--- src/fixed_point_iir_section_macros.svh ---
// Assertion macros for the fixed-point IIR section.
`ifndef FIXED_POINT_IIR_SECTION_MACROS_SVH
`define FIXED_POINT_IIR_SECTION_MACROS_SVH

`ifndef NO_ASSERTIONS
`define FPIIR_ASSERT(name, cond) \
	name: assert property (@(posedge clk) disable iff (!arst_n) (cond)) \
		else $error("fpiir assertion failed");
`define FPIIR_ASSERT_IMP(name, ante, cons) \
	name: assert property (@(posedge clk) disable iff (!arst_n) (ante) |-> (cons)) \
		else $error("fpiir assertion failed");
`define FPIIR_ASSERT_NXT(name, ante, cons) \
	name: assert property (@(posedge clk) disable iff (!arst_n) (ante) |=> (cons)) \
		else $error("fpiir assertion failed");
`else
`define FPIIR_ASSERT(name, cond)
`define FPIIR_ASSERT_IMP(name, ante, cons)
`define FPIIR_ASSERT_NXT(name, ante, cons)
`endif

`endif

--- src/fpiir_pkg.sv ---
// Package: widths, register map, reset values and control types of the IIR section.
package fpiir_pkg;

	localparam int ORDER        = 4;
	localparam int SAMPLE_WIDTH = 16;
	localparam int STATE_WIDTH  = 40;

	localparam int COEF_WIDTH = 16;
	localparam int FRAC_WIDTH = 4;
	localparam int WORD_WIDTH = 32;
	localparam int PROD_WIDTH = COEF_WIDTH + SAMPLE_WIDTH;
	localparam int ACC_WIDTH  = ((STATE_WIDTH > PROD_WIDTH) ? STATE_WIDTH : PROD_WIDTH) + 1;
	localparam int IDX_WIDTH  = (ORDER > 2) ? $clog2(ORDER) : 1;

	localparam int NUM_REGS     = 8;
	localparam int CFG_IDX_WIDTH = $clog2(NUM_REGS);
	localparam int CFG_DATA_WIDTH = WORD_WIDTH;

	localparam logic [IDX_WIDTH-1:0] LAST_IDX = IDX_WIDTH'(ORDER - 1);

	localparam logic signed [ACC_WIDTH-1:0] SAT_MAX =
		ACC_WIDTH'((64'sd1 <<< (SAMPLE_WIDTH - 1)) - 64'sd1);
	localparam logic signed [ACC_WIDTH-1:0] SAT_MIN =
		ACC_WIDTH'(-(64'sd1 <<< (SAMPLE_WIDTH - 1)));

	typedef enum logic [CFG_IDX_WIDTH-1:0] {
		REG_B0    = 3'd0,
		REG_B1    = 3'd1,
		REG_B2    = 3'd2,
		REG_B3    = 3'd3,
		REG_B4    = 3'd4,
		REG_A1_A2 = 3'd5,
		REG_A3_A4 = 3'd6,
		REG_FRAC  = 3'd7
	} reg_idx_t;

	localparam logic signed [COEF_WIDTH-1:0] RST_B0 = 16'sd26;
	localparam logic signed [COEF_WIDTH-1:0] RST_B1 = 16'sd105;
	localparam logic signed [COEF_WIDTH-1:0] RST_B2 = 16'sd158;
	localparam logic signed [COEF_WIDTH-1:0] RST_B3 = 16'sd105;
	localparam logic signed [COEF_WIDTH-1:0] RST_B4 = 16'sd26;
	localparam logic [WORD_WIDTH-1:0] RST_A1_A2 = 32'h5384_AE76;
	localparam logic [WORD_WIDTH-1:0] RST_A3_A4 = 32'h0743_D86A;
	localparam logic [FRAC_WIDTH-1:0] RST_FRAC  = 4'd13;

	typedef struct packed {
		logic signed [COEF_WIDTH-1:0] b0;
		logic signed [COEF_WIDTH-1:0] b1;
		logic signed [COEF_WIDTH-1:0] b2;
		logic signed [COEF_WIDTH-1:0] b3;
		logic signed [COEF_WIDTH-1:0] b4;
		logic [WORD_WIDTH-1:0]        a12;
		logic [WORD_WIDTH-1:0]        a34;
		logic [FRAC_WIDTH-1:0]        frac;
	} cfg_t;

	typedef enum logic [3:0] {
		C_B0 = 4'd0,
		C_B1 = 4'd1,
		C_B2 = 4'd2,
		C_B3 = 4'd3,
		C_B4 = 4'd4,
		C_A1 = 4'd5,
		C_A2 = 4'd6,
		C_A3 = 4'd7,
		C_A4 = 4'd8
	} coef_sel_t;

	typedef struct packed {
		logic                 capture_u;
		logic                 mul_en;
		coef_sel_t            mul_coef;
		logic                 mul_use_y;
		logic                 acc0_load;
		logic                 div_en;
		logic                 sat_en;
		logic                 upd_add;
		logic                 upd_sub;
		logic [IDX_WIDTH-1:0] idx;
	} cmd_t;

endpackage

--- src/fpiir_if.sv ---
// Valid/ready channel interfaces for input samples and filtered results.
interface fpiir_in_if;
	logic                                    valid;
	logic                                    ready;
	logic signed [fpiir_pkg::SAMPLE_WIDTH-1:0] sample_in;

	modport source (output valid, output sample_in, input ready);
	modport sink   (input valid, input sample_in, output ready);
endinterface

interface fpiir_out_if;
	logic                                    valid;
	logic                                    ready;
	logic signed [fpiir_pkg::SAMPLE_WIDTH-1:0] sample_out;
	logic                                    clipped;

	modport source (output valid, output sample_out, output clipped, input ready);
	modport sink   (input valid, input sample_out, input clipped, output ready);
endinterface

--- src/fpiir_regs.sv ---
// Configuration register file: coefficients and output shift.
module fpiir_regs (
	input  logic                                  clk,
	input  logic                                  arst_n,
	input  logic                                  cfg_we,
	input  logic [fpiir_pkg::CFG_IDX_WIDTH-1:0]   cfg_index,
	input  logic [fpiir_pkg::CFG_DATA_WIDTH-1:0]  cfg_wdata,
	output fpiir_pkg::cfg_t                       cfg
);
	import fpiir_pkg::*;

	cfg_t cfg_q;

	always_ff @(posedge clk or negedge arst_n) begin
		if (!arst_n) begin
			cfg_q.b0   <= RST_B0;
			cfg_q.b1   <= RST_B1;
			cfg_q.b2   <= RST_B2;
			cfg_q.b3   <= RST_B3;
			cfg_q.b4   <= RST_B4;
			cfg_q.a12  <= RST_A1_A2;
			cfg_q.a34  <= RST_A3_A4;
			cfg_q.frac <= RST_FRAC;
		end else if (cfg_we) begin
			unique case (reg_idx_t'(cfg_index))
				REG_B0:    cfg_q.b0   <= cfg_wdata[COEF_WIDTH-1:0];
				REG_B1:    cfg_q.b1   <= cfg_wdata[COEF_WIDTH-1:0];
				REG_B2:    cfg_q.b2   <= cfg_wdata[COEF_WIDTH-1:0];
				REG_B3:    cfg_q.b3   <= cfg_wdata[COEF_WIDTH-1:0];
				REG_B4:    cfg_q.b4   <= cfg_wdata[COEF_WIDTH-1:0];
				REG_A1_A2: cfg_q.a12  <= cfg_wdata[WORD_WIDTH-1:0];
				REG_A3_A4: cfg_q.a34  <= cfg_wdata[WORD_WIDTH-1:0];
				REG_FRAC:  cfg_q.frac <= cfg_wdata[FRAC_WIDTH-1:0];
				default:   cfg_q      <= cfg_q;
			endcase
		end
	end

	assign cfg = cfg_q;

endmodule

--- src/fpiir_dp.sv ---
// Datapath: shared multiplier, accumulator, output scaling and filter state.
module fpiir_dp (
	input  logic                                   clk,
	input  logic                                   arst_n,
	input  fpiir_pkg::cfg_t                        cfg,
	input  fpiir_pkg::cmd_t                        cmd,
	input  logic signed [fpiir_pkg::SAMPLE_WIDTH-1:0] sample_in,
	output logic signed [fpiir_pkg::SAMPLE_WIDTH-1:0] sample_out,
	output logic                                   clipped
);
	import fpiir_pkg::*;

	logic signed [SAMPLE_WIDTH-1:0] u_q;
	logic signed [SAMPLE_WIDTH-1:0] y_q;
	logic signed [PROD_WIDTH-1:0]   prod_q;
	logic signed [ACC_WIDTH-1:0]    acc_q;
	logic signed [ACC_WIDTH-1:0]    ydiv_q;
	logic signed [STATE_WIDTH-1:0]  state_q [ORDER];
	logic signed [SAMPLE_WIDTH-1:0] out_q;
	logic                           clip_q;

	logic signed [COEF_WIDTH-1:0]   coef;
	logic signed [SAMPLE_WIDTH-1:0] mul_op;
	logic [IDX_WIDTH-1:0]           nxt_idx;
	logic signed [STATE_WIDTH-1:0]  upd_state;
	logic signed [ACC_WIDTH-1:0]    bias;
	logic signed [ACC_WIDTH-1:0]    acc_biased;
	logic signed [SAMPLE_WIDTH-1:0] y_sat;
	logic                           y_clip;
	logic signed [STATE_WIDTH-1:0]  sub_res;

	always_comb begin
		unique case (cmd.mul_coef)
			C_B0:    coef = cfg.b0;
			C_B1:    coef = cfg.b1;
			C_B2:    coef = cfg.b2;
			C_B3:    coef = cfg.b3;
			C_B4:    coef = cfg.b4;
			C_A1:    coef = cfg.a12[COEF_WIDTH-1:0];
			C_A2:    coef = cfg.a12[WORD_WIDTH-1:COEF_WIDTH];
			C_A3:    coef = cfg.a34[COEF_WIDTH-1:0];
			C_A4:    coef = cfg.a34[WORD_WIDTH-1:COEF_WIDTH];
			default: coef = '0;
		endcase
	end

	assign mul_op  = cmd.mul_use_y ? y_q : u_q;
	assign nxt_idx = cmd.idx + IDX_WIDTH'(1);
	assign upd_state = (cmd.idx == LAST_IDX) ? '0 : state_q[nxt_idx];

	// truncation toward zero: bias negative values by 2^frac - 1
	assign bias = acc_q[ACC_WIDTH-1] ?
		((ACC_WIDTH'(1) <<< cfg.frac) - ACC_WIDTH'(1)) : '0;
	assign acc_biased = acc_q + bias;

	always_comb begin
		priority if (ydiv_q > SAT_MAX) begin
			y_sat  = SAT_MAX[SAMPLE_WIDTH-1:0];
			y_clip = 1'b1;
		end else if (ydiv_q < SAT_MIN) begin
			y_sat  = SAT_MIN[SAMPLE_WIDTH-1:0];
			y_clip = 1'b1;
		end else begin
			y_sat  = ydiv_q[SAMPLE_WIDTH-1:0];
			y_clip = 1'b0;
		end
	end

	assign sub_res = acc_q[STATE_WIDTH-1:0] - STATE_WIDTH'(prod_q);

	always_ff @(posedge clk) begin
		if (cmd.capture_u) begin
			u_q <= sample_in;
		end
		if (cmd.mul_en) begin
			prod_q <= PROD_WIDTH'(coef) * PROD_WIDTH'(mul_op);
		end
		if (cmd.acc0_load) begin
			acc_q <= ACC_WIDTH'(state_q[0]) + ACC_WIDTH'(prod_q);
		end else if (cmd.upd_add) begin
			acc_q <= ACC_WIDTH'(upd_state) + ACC_WIDTH'(prod_q);
		end
		if (cmd.div_en) begin
			ydiv_q <= acc_biased >>> cfg.frac;
		end
		if (cmd.sat_en) begin
			y_q    <= y_sat;
			out_q  <= y_sat;
			clip_q <= y_clip;
		end
	end

	always_ff @(posedge clk or negedge arst_n) begin
		if (!arst_n) begin
			for (int i = 0; i < ORDER; i++) begin
				state_q[i] <= '0;
			end
		end else if (cmd.upd_sub) begin
			state_q[cmd.idx] <= sub_res;
		end
	end

	assign sample_out = out_q;
	assign clipped    = clip_q;

endmodule

--- src/fpiir_ctrl.sv ---
// Controller: sequences one sample through the shared multiplier and state updates.
module fpiir_ctrl (
	input  logic            clk,
	input  logic            arst_n,
	input  logic            in_valid,
	output logic            in_ready,
	output logic            out_valid,
	input  logic            out_ready,
	output fpiir_pkg::cmd_t cmd
);
	import fpiir_pkg::*;

	`include "fixed_point_iir_section_macros.svh"

	typedef enum logic [6:0] {
		ST_IDLE = 7'b0000001,
		ST_B0   = 7'b0000010,
		ST_ACC0 = 7'b0000100,
		ST_DIV  = 7'b0001000,
		ST_SAT  = 7'b0010000,
		ST_ADD  = 7'b0100000,
		ST_SUB  = 7'b1000000
	} state_t;

	localparam logic [3:0] B_NEXT_OFS = 4'd2;

	state_t               state_q, state_d;
	logic [IDX_WIDTH-1:0] k_q, k_d;
	logic                 out_valid_q;
	logic                 out_free;
	logic                 accept;
	logic                 last_k;

	assign out_free = !out_valid_q || out_ready;
	assign last_k   = (k_q == LAST_IDX);
	assign in_ready = (state_q == ST_IDLE) || ((state_q == ST_SUB) && last_k);
	assign accept   = in_valid && in_ready;

	always_comb begin
		state_d       = state_q;
		k_d           = k_q;
		cmd           = '0;
		cmd.mul_coef  = C_B0;
		cmd.idx       = k_q;
		cmd.capture_u = accept;
		unique case (state_q)
			ST_IDLE: begin
				if (accept) begin
					state_d = ST_B0;
				end
			end
			ST_B0: begin
				cmd.mul_en   = 1'b1;
				cmd.mul_coef = C_B0;
				state_d      = ST_ACC0;
			end
			ST_ACC0: begin
				cmd.acc0_load = 1'b1;
				cmd.mul_en    = 1'b1;
				cmd.mul_coef  = C_B1;
				state_d       = ST_DIV;
			end
			ST_DIV: begin
				cmd.div_en = 1'b1;
				state_d    = ST_SAT;
			end
			ST_SAT: begin
				if (out_free) begin
					cmd.sat_en = 1'b1;
					k_d        = '0;
					state_d    = ST_ADD;
				end
			end
			ST_ADD: begin
				cmd.upd_add   = 1'b1;
				cmd.mul_en    = 1'b1;
				cmd.mul_use_y = 1'b1;
				cmd.mul_coef  = coef_sel_t'(4'(C_A1) + 4'(k_q));
				state_d       = ST_SUB;
			end
			ST_SUB: begin
				cmd.upd_sub = 1'b1;
				if (last_k) begin
					k_d     = '0;
					state_d = accept ? ST_B0 : ST_IDLE;
				end else begin
					cmd.mul_en   = 1'b1;
					cmd.mul_coef = coef_sel_t'(4'(C_B0) + 4'(k_q) + B_NEXT_OFS);
					k_d          = k_q + IDX_WIDTH'(1);
					state_d      = ST_ADD;
				end
			end
			default: state_d = ST_IDLE;
		endcase
	end

	always_ff @(posedge clk or negedge arst_n) begin
		if (!arst_n) begin
			state_q     <= ST_IDLE;
			k_q         <= '0;
			out_valid_q <= 1'b0;
		end else begin
			state_q <= state_d;
			k_q     <= k_d;
			if (cmd.sat_en) begin
				out_valid_q <= 1'b1;
			end else if (out_ready) begin
				out_valid_q <= 1'b0;
			end
		end
	end

	assign out_valid = out_valid_q;

	`FPIIR_ASSERT_IMP(a_accept_when_free, in_valid && in_ready,
		state_q == ST_IDLE || (state_q == ST_SUB && k_q == LAST_IDX))
	`FPIIR_ASSERT_IMP(a_result_from_sat, $rose(out_valid_q), $past(state_q) == ST_SAT)
	`FPIIR_ASSERT_NXT(a_sat_holds, state_q == ST_SAT && out_valid_q && !out_ready,
		state_q == ST_SAT)
	`FPIIR_ASSERT(a_k_clear_at_start, state_q != ST_B0 || k_q == '0)

endmodule

--- src/fixed_point_iir_section.sv ---
// Top level of the order-4 fixed-point IIR section (transposed direct form II).
//
// Usage:
//   in_ch  : valid/ready channel carrying one signed 16-bit sample per transaction.
//   out_ch : valid/ready channel carrying the filtered signed 16-bit sample and a clip flag.
//   cfg_*  : write-only port; cfg_index selects b0..b4, a1/a2, a3/a4, frac_bits.
//            Write only while no sample is in flight.
// Sequence:
//   The output path runs the states B0 (b0*u), ACC0 (add s0), DIV (frac
//   shift) and SAT (saturate into the output register); then each state
//   word is updated in an ADD and a SUB state, all through one shared 16x16
//   multiplier. The next sample can be taken on the last update cycle.
// Reset:
//   arst_n clears the filter state to zero and loads the low-pass
//   coefficients with 13 fractional bits.
// Backpressure:
//   The output register holds one result; if it is still occupied when the
//   next result is ready, the block waits until out_ch accepts it.
module fixed_point_iir_section (
	input  logic                                  clk,
	input  logic                                  arst_n,
	fpiir_in_if.sink                              in_ch,
	fpiir_out_if.source                           out_ch,
	input  logic                                  cfg_we,
	input  logic [fpiir_pkg::CFG_IDX_WIDTH-1:0]   cfg_index,
	input  logic [fpiir_pkg::CFG_DATA_WIDTH-1:0]  cfg_wdata
);
	import fpiir_pkg::*;

	cfg_t cfg;
	cmd_t cmd;

	fpiir_regs u_regs (
		.clk       (clk),
		.arst_n    (arst_n),
		.cfg_we    (cfg_we),
		.cfg_index (cfg_index),
		.cfg_wdata (cfg_wdata),
		.cfg       (cfg)
	);

	fpiir_ctrl u_ctrl (
		.clk       (clk),
		.arst_n    (arst_n),
		.in_valid  (in_ch.valid),
		.in_ready  (in_ch.ready),
		.out_valid (out_ch.valid),
		.out_ready (out_ch.ready),
		.cmd       (cmd)
	);

	fpiir_dp u_dp (
		.clk        (clk),
		.arst_n     (arst_n),
		.cfg        (cfg),
		.cmd        (cmd),
		.sample_in  (in_ch.sample_in),
		.sample_out (out_ch.sample_out),
		.clipped    (out_ch.clipped)
	);

endmodule

--- src/flat_wrapper.sv ---
// flat-port wrapper written by rule: the top's interface ports become plain ports
module fixed_point_iir_section_flat import fpiir_pkg::*;
  (clk, arst_n, cfg_we, cfg_index, cfg_wdata, in_ch_valid, in_ch_sample_in, in_ch_ready, out_ch_valid, out_ch_sample_out, out_ch_clipped, out_ch_ready);
  fpiir_in_if in_ch_i ();
  fpiir_out_if out_ch_i ();
  input  logic clk;
  input  logic arst_n;
  input  logic cfg_we;
  input  logic [fpiir_pkg::CFG_IDX_WIDTH-1:0] cfg_index;
  input  logic [fpiir_pkg::CFG_DATA_WIDTH-1:0] cfg_wdata;
  input wire logic [$bits(in_ch_i.valid)-1:0] in_ch_valid;
  input wire logic [$bits(in_ch_i.sample_in)-1:0] in_ch_sample_in;
  output wire logic [$bits(in_ch_i.ready)-1:0] in_ch_ready;
  output wire logic [$bits(out_ch_i.valid)-1:0] out_ch_valid;
  output wire logic [$bits(out_ch_i.sample_out)-1:0] out_ch_sample_out;
  output wire logic [$bits(out_ch_i.clipped)-1:0] out_ch_clipped;
  input wire logic [$bits(out_ch_i.ready)-1:0] out_ch_ready;
  assign in_ch_i.valid = in_ch_valid;
  assign in_ch_i.sample_in = in_ch_sample_in;
  assign in_ch_ready = in_ch_i.ready;
  assign out_ch_valid = out_ch_i.valid;
  assign out_ch_sample_out = out_ch_i.sample_out;
  assign out_ch_clipped = out_ch_i.clipped;
  assign out_ch_i.ready = out_ch_ready;
  fixed_point_iir_section u_core (.clk(clk), .arst_n(arst_n), .in_ch(in_ch_i), .out_ch(out_ch_i), .cfg_we(cfg_we), .cfg_index(cfg_index), .cfg_wdata(cfg_wdata));
endmodule
--- config.mk ---
export PLATFORM = sky130hd
export DESIGN_NAME = fixed_point_iir_section_flat
export DESIGN_NICKNAME = d
export VERILOG_FILES = /design/src/fpiir_pkg.sv /design/src/fpiir_if.sv /design/src/fpiir_regs.sv /design/src/fpiir_dp.sv /design/src/fpiir_ctrl.sv /design/src/fixed_point_iir_section.sv /design/src/flat_wrapper.sv
export VERILOG_INCLUDE_DIRS = /design/src /design/src/src
export SDC_FILE = /design/constraint.sdc
export NUM_CORES = 2
export LEC_CHECK = 0
export BUFFER_PORTS_ARGS = -buffer_cell sky130_fd_sc_hd__buf_2
export CAP_MARGIN = 10
export CORE_UTILIZATION = 45
export DETAILED_ROUTE_END_ITERATION = 10
export GPL_TIMING_DRIVEN = 0
export SLEW_MARGIN = 10
export SYNTH_ARGS = -nofsm -noshare
export SYNTH_HDL_FRONTEND = slang
export SYNTH_HIERARCHICAL = 1
export SYNTH_SLANG_ARGS = --single-unit
--- constraint.sdc ---
create_clock -name clk -period 11 [get_ports clk]
set_input_delay 1.1 -clock clk [delete_from_list [all_inputs] [get_ports clk]]
set_output_delay 1.1 -clock clk [all_outputs]
set_load 0.02 [all_outputs]
Word-level counts from Yosys, hierarchy flattened

Cells that the tools add are included.
W data, S select, Z words.

Add/sub/neg operators: 8
Multipliers: 1
Magnitude comparators: 5
Equality and inequality tests: 25
Shift-type cells: 2
Mux-type cells: 32
Bitwise logic cells: 2
Reduce and logical (&&, ||, !) cells: 21

Operator list:

| cell                    | count |
|---|---|
| $bwmux W160             | 1 |
| $mux W40                | 4 |
| $pmux W16 S9            | 1 |
| $mux W41                | 3 |
| $add A40 B32 Y41        | 2 |
| $bmux W40 S2            | 1 |
| $demux W40 S2           | 1 |
| $pmux W7 S7             | 1 |
| $add A41 B41 Y41        | 1 |
| $gt A41 B16 Y1 const B  | 1 |
| $lt A41 B16 Y1 const B  | 1 |
| $sshl A1 B4 Y41 const A | 1 |
| $sshr A41 B4 Y41        | 1 |
| $sub A41 B1 Y41 const B | 1 |
| $sub A40 B40 Y40        | 1 |
| $mul A16 B16 Y32        | 1 |
| $mux W16                | 2 |
| $pmux W5 S4             | 1 |
| $reduce_and A2 Y1       | 10 |
| $eq A4 B3 Y1 const B    | 4 |
| $mux W7                 | 2 |
| $eq A3 B3 Y1 const B    | 4 |
| $mux W1                 | 9 |
| $eq A4 B2 Y1 const B    | 2 |
| 29 further kinds        | 40 |

Flip-flop bits (word level): 465
Input bits: 56

Depth between registers and ports, before layout

Word-level depth: 9
Mapped depth: 38
Gate-level depth less buffers: 36

Cells and area by module

The synthesis kept the hierarchy.

Modules (own cells, without submodules):

| module     | instances | cells each | area an instance (um^2) | seq. area each (um^2) |
|---|---|---|---|---|
| fpiir_dp   | 1         | 3,196      | 31,131.1                | 8,418.1 |
| fpiir_regs | 1         | 322        | 5,696.7                 | 3,768.6 |
| fpiir_ctrl | 1         | 76         | 685.7                   | 251.5 |

Least setup slack after synthesis

OpenSTA, ideal clock, no wires.

Path type: reg-to-reg
Start: register u_core.u_ctrl.state_q[2]
End: register u_core.u_dp.prod_q[31], data pin
Arrival: 9.020 ns
Path slack: 1.716 ns
Stages on the path, launching flop included: 32
Cell sequence: dfrtp_1 -> or3_4 -> or4_1 -> clkbuf_1 -> o32ai_1 -> nand2_1 -> nor3_1 -> clkbuf_1 -> a22oi_1 -> and3_1 -> a21boi_0 -> o22ai_1 -> nand2_1 -> fa_1 -> fa_1 -> fa_1 -> fa_1 -> inv_1 -> fa_1 -> inv_1 -> fa_1 -> inv_1 -> ha_1 -> and4_1 -> a221o_1 -> a31oi_1 -> o2111a_1 -> o21ai_0 -> a31o_2 -> o31a_1 -> o21ai_0 -> a31oi_1

RTL lines:

| element                | line              | text |
|---|---|---|
| start, declared        | fpiir_ctrl.sv:27  | `state_t state_q, state_d;` |
| start signal, assigned | fpiir_ctrl.sv:103 | `state_q <= state_d;` |
| end signal, assigned   | fpiir_dp.sv:76    | `prod_q <= PROD_WIDTH'(coef) * PROD_WIDTH'(mul_op);` |
| end, declared          | fpiir_dp.sv:15    | `logic signed [PROD_WIDTH-1:0] prod_q;` |

==> metrics.csv <==
metric,value,unit
nets,4274,
hold_viol_final,0,
cts.clk_slew.worst_paths,0.06,ns
die_w,291,microns
setup_viol,0,
initial_core_util,45.6,%
drive_above_1_share,17.7,%
fin_ws,0.394,ns
port_buffers,70,
syn_avg_cell_area,10.4,sq um
yosysWarnings,6,
cp.arrival,10.99,ns
routabilityCongestion,0.919,
register_area,12400,sq um
drv.max_cap_violation_count,0,
num-fill-cells,7624,
relSlewSlack,15.9,%
worstSkewPairLatency,0.63,ns
cts_root_buffer,clkbuf_16,
postRouteAntennaNets,0,
io_pins,75,
endpoint_kind,flop,
required,11.38,ns
grt_first_pass_wirelength,166,mm
crit_top_cell,fa_1,
crit_fanout,9,
synth.distinct_cells,92,
cts_buffers,51,
timing.rr.start,u_core/u_ctrl/state_q[0],
rr_worst_depth,35,
routed_wl,107,mm
period_minus_slack,10.61,ns
worstSetupPathType,flop to flop,
yosysTopAreaCell,dfrtp_1,
place_ws,-1.50,ns
crit_path_start,u_core/u_ctrl/state_q[0],
grt-ovfl-total,0,
syn_area,37500,sq um
cts.path.max_buffers,3,
r2r_end,u_core/u_dp/prod_q[31],
ff2ff_setup_slack,0.39,ns
viasPerCell,5.75,
track_usage,25.4,%
min_path_type,input port to asynchronous set/reset pin,
synth_area_leaders,"dfrtp_1, fa_1, edfxtp_1",
multi_input_area,23100,sq um
rsz0062_at_grt,no,
synthFlopType,dfrtp_1,
h-tree-depth,2,
netlist.area_leader.share,17.7,%
status,completed,
dr.pass1.iters,6,
hpwl,83.7,mm
crit_path_max_incr_delay,0.75,ns
cp_slowest_cell,or4b_2,
die_y,291,microns
ys_seq_area_share,33.2,%
grt_pass1_vias,27970,
grt_max_degree,99,
finalCritPeriodShare,96.4,%
antenna_found_initial,6,
coreArea,82200,sq um
cp-start-kind,flop,
routedWlPerCell,21.9,microns
synth-edff-count,147,
ys_ff_latch,465,
cts_tree,built,
cts_hold_buf,0,
max_freq,94.3,MHz
crit_end,u_core/u_dp/prod_q[31],
syn_to_final_growth,10.8,%
fin_skew,0.0463,ns
drc,0,
dr.first_iter.drc_count,1993,
syn_inst,3594,
worst_pin_slew,1.23,ns
die_area,84500,sq um
whs,0.448,ns
drv_slew,0,
vias,27956,
synthArstFlopShare,68.4,%
cts.sinks,465,
row_count,105,
==> registers in the layout, indices dropped and copies added, names as in the netlist <==
register / count
u_core/u_dp/clipped: 1
u_core/u_dp/u_q: 16
u_core/u_ctrl/k_q: 2
u_core/u_ctrl/state_q: 7
u_core/u_dp/sample_out: 16
u_core/u_dp/ydiv_q: 41
u_core/u_dp/state_q: 160
u_core/u_dp/prod_q: 32
u_core/u_ctrl/out_valid: 1
u_core/u_dp/acc_q: 41
u_core/u_regs/cfg: 148
==> critical path: cells and delay by family (launching register included) <==
family                     cells  cell delay [ns]
and+or+nand+nor                8             2.18
AOI/OAI and AO/OA             14             3.91
buffers and inverters          6             0.54
DFF                            1             0.36
adders and majority gates      7             3.39
==> stage by stage <==
step | std cells | cell area, sq um | setup TNS [ns] | utilization, %
6_report | 4858 | 41600 | 0 | 50.6
3_3_place_gp | 4744 | 39200 | -6.10 | 47.7
3_5_place_dp | 4753 | 39500 | -7.15 | 48.0
5_1_grt | 4856 | 41600 | 0 | 50.6
2_1_floorplan | 3604 | 37600 | 0 | -
4_1_cts | 4848 | 41400 | 0 | 50.3
==> synthesized netlist by cell type (40+ instances only) <==
master and instances:
a21o_1 67, nor2_1 257, fa_1 265, clkbuf_1 123
xnor2_1 110, inv_1 413, xor2_1 40, mux2_2 269
a21oi_1 158, a22oi_1 46, dfstp_2 53, a22o_1 46
mux4_2 51, mux2i_1 79, ha_1 210, dfrtp_1 265
edfxtp_1 147, o21ai_0 138, nand2_1 295
==> final cells by class <==
type / count / share of cell area, %
multi-input cells: 2555 / 55.5
flip-flops and latches: 465 / 29.9
inverters: 416 / 3.76
clock buffers: 69 / 3.54
well taps: 1070 / 3.22
plain buffers: 163 / 1.70
repair buffers: 91 / 1.49
clock inverters: 27 / 0.885
diodes: 2 / 0.0120
==> routing by layer <==
layer	up-vias	track usage (%)	routed length (microns)
li1	12802	-	-
met1	14229	35.7	47700
met2	759	41.5	50500
met3	158	3.20	5450
met4	8	6.72	2800
met5	-	0	41
==> repair_timing <==
action                     CTS  global route
gates cloned                 0             0
gates resized for setup     35            28
pin swaps                    1             2
setup buffers                0            12
setup endpoints to repair   17             3
==> cells in the final DEF (no fill, tap or decap), types with 51 or more instances in the layout <==
| master | n |
|---|---|
| inv_1 | 413 |
| nand2_1 | 295 |
| mux2_2 | 269 |
| dfrtp_1 | 265 |
| fa_1 | 265 |
| nor2_1 | 254 |
| ha_1 | 210 |
| a21oi_1 | 158 |
| edfxtp_1 | 147 |
| o21ai_0 | 136 |
| clkbuf_1 | 115 |
| xnor2_1 | 110 |
| buf_2 | 84 |
| mux2i_1 | 77 |
| a21o_1 | 67 |
| clkbuf_16 | 53 |
| dfstp_2 | 53 |
| mux4_2 | 51 |
==> worst min-delay path by stage <==
stage | startpoint | endpoint | slack (ns) | cells past startpoint
floorplan | u_core/u_dp/state_q[40] | u_core/u_dp/state_q[40] | 0.44 | 2
global placement | u_core/u_dp/state_q[48] | u_core/u_dp/state_q[48] | 0.46 | 2
detailed placement | u_core/u_dp/state_q[50] | u_core/u_dp/state_q[50] | 0.47 | 2
CTS | arst_n | u_core/u_regs/cfg[130] | 0.46 | 1
global route | arst_n | u_core/u_regs/cfg[130] | 0.48 | 1
finish | arst_n | u_core/u_regs/cfg[63] | 0.45 | 1
==> kinds of logic (layout without fill, tap and decap cells) <==
kind of cell | after synthesis | count (layout) | share of synthesized area [%]
and+or+nand+nor | 821 | 821 | 10.1
AOI/OAI and AO/OA | 688 | 688 | 12.3
buffers and inverters | 584 | 766 | 6.06
adders and majority gates | 475 | 475 | 21.1
DFF | 465 | 465 | 33.2
muxes | 410 | 410 | 13.7
xor gates and xnor gates | 150 | 150 | 3.50
other | 1 | 13 | 0.0100
Power is left out: the tool's default activity adds up to more than one toggle a clock period on the data nets, which glitch-free logic cannot reach.
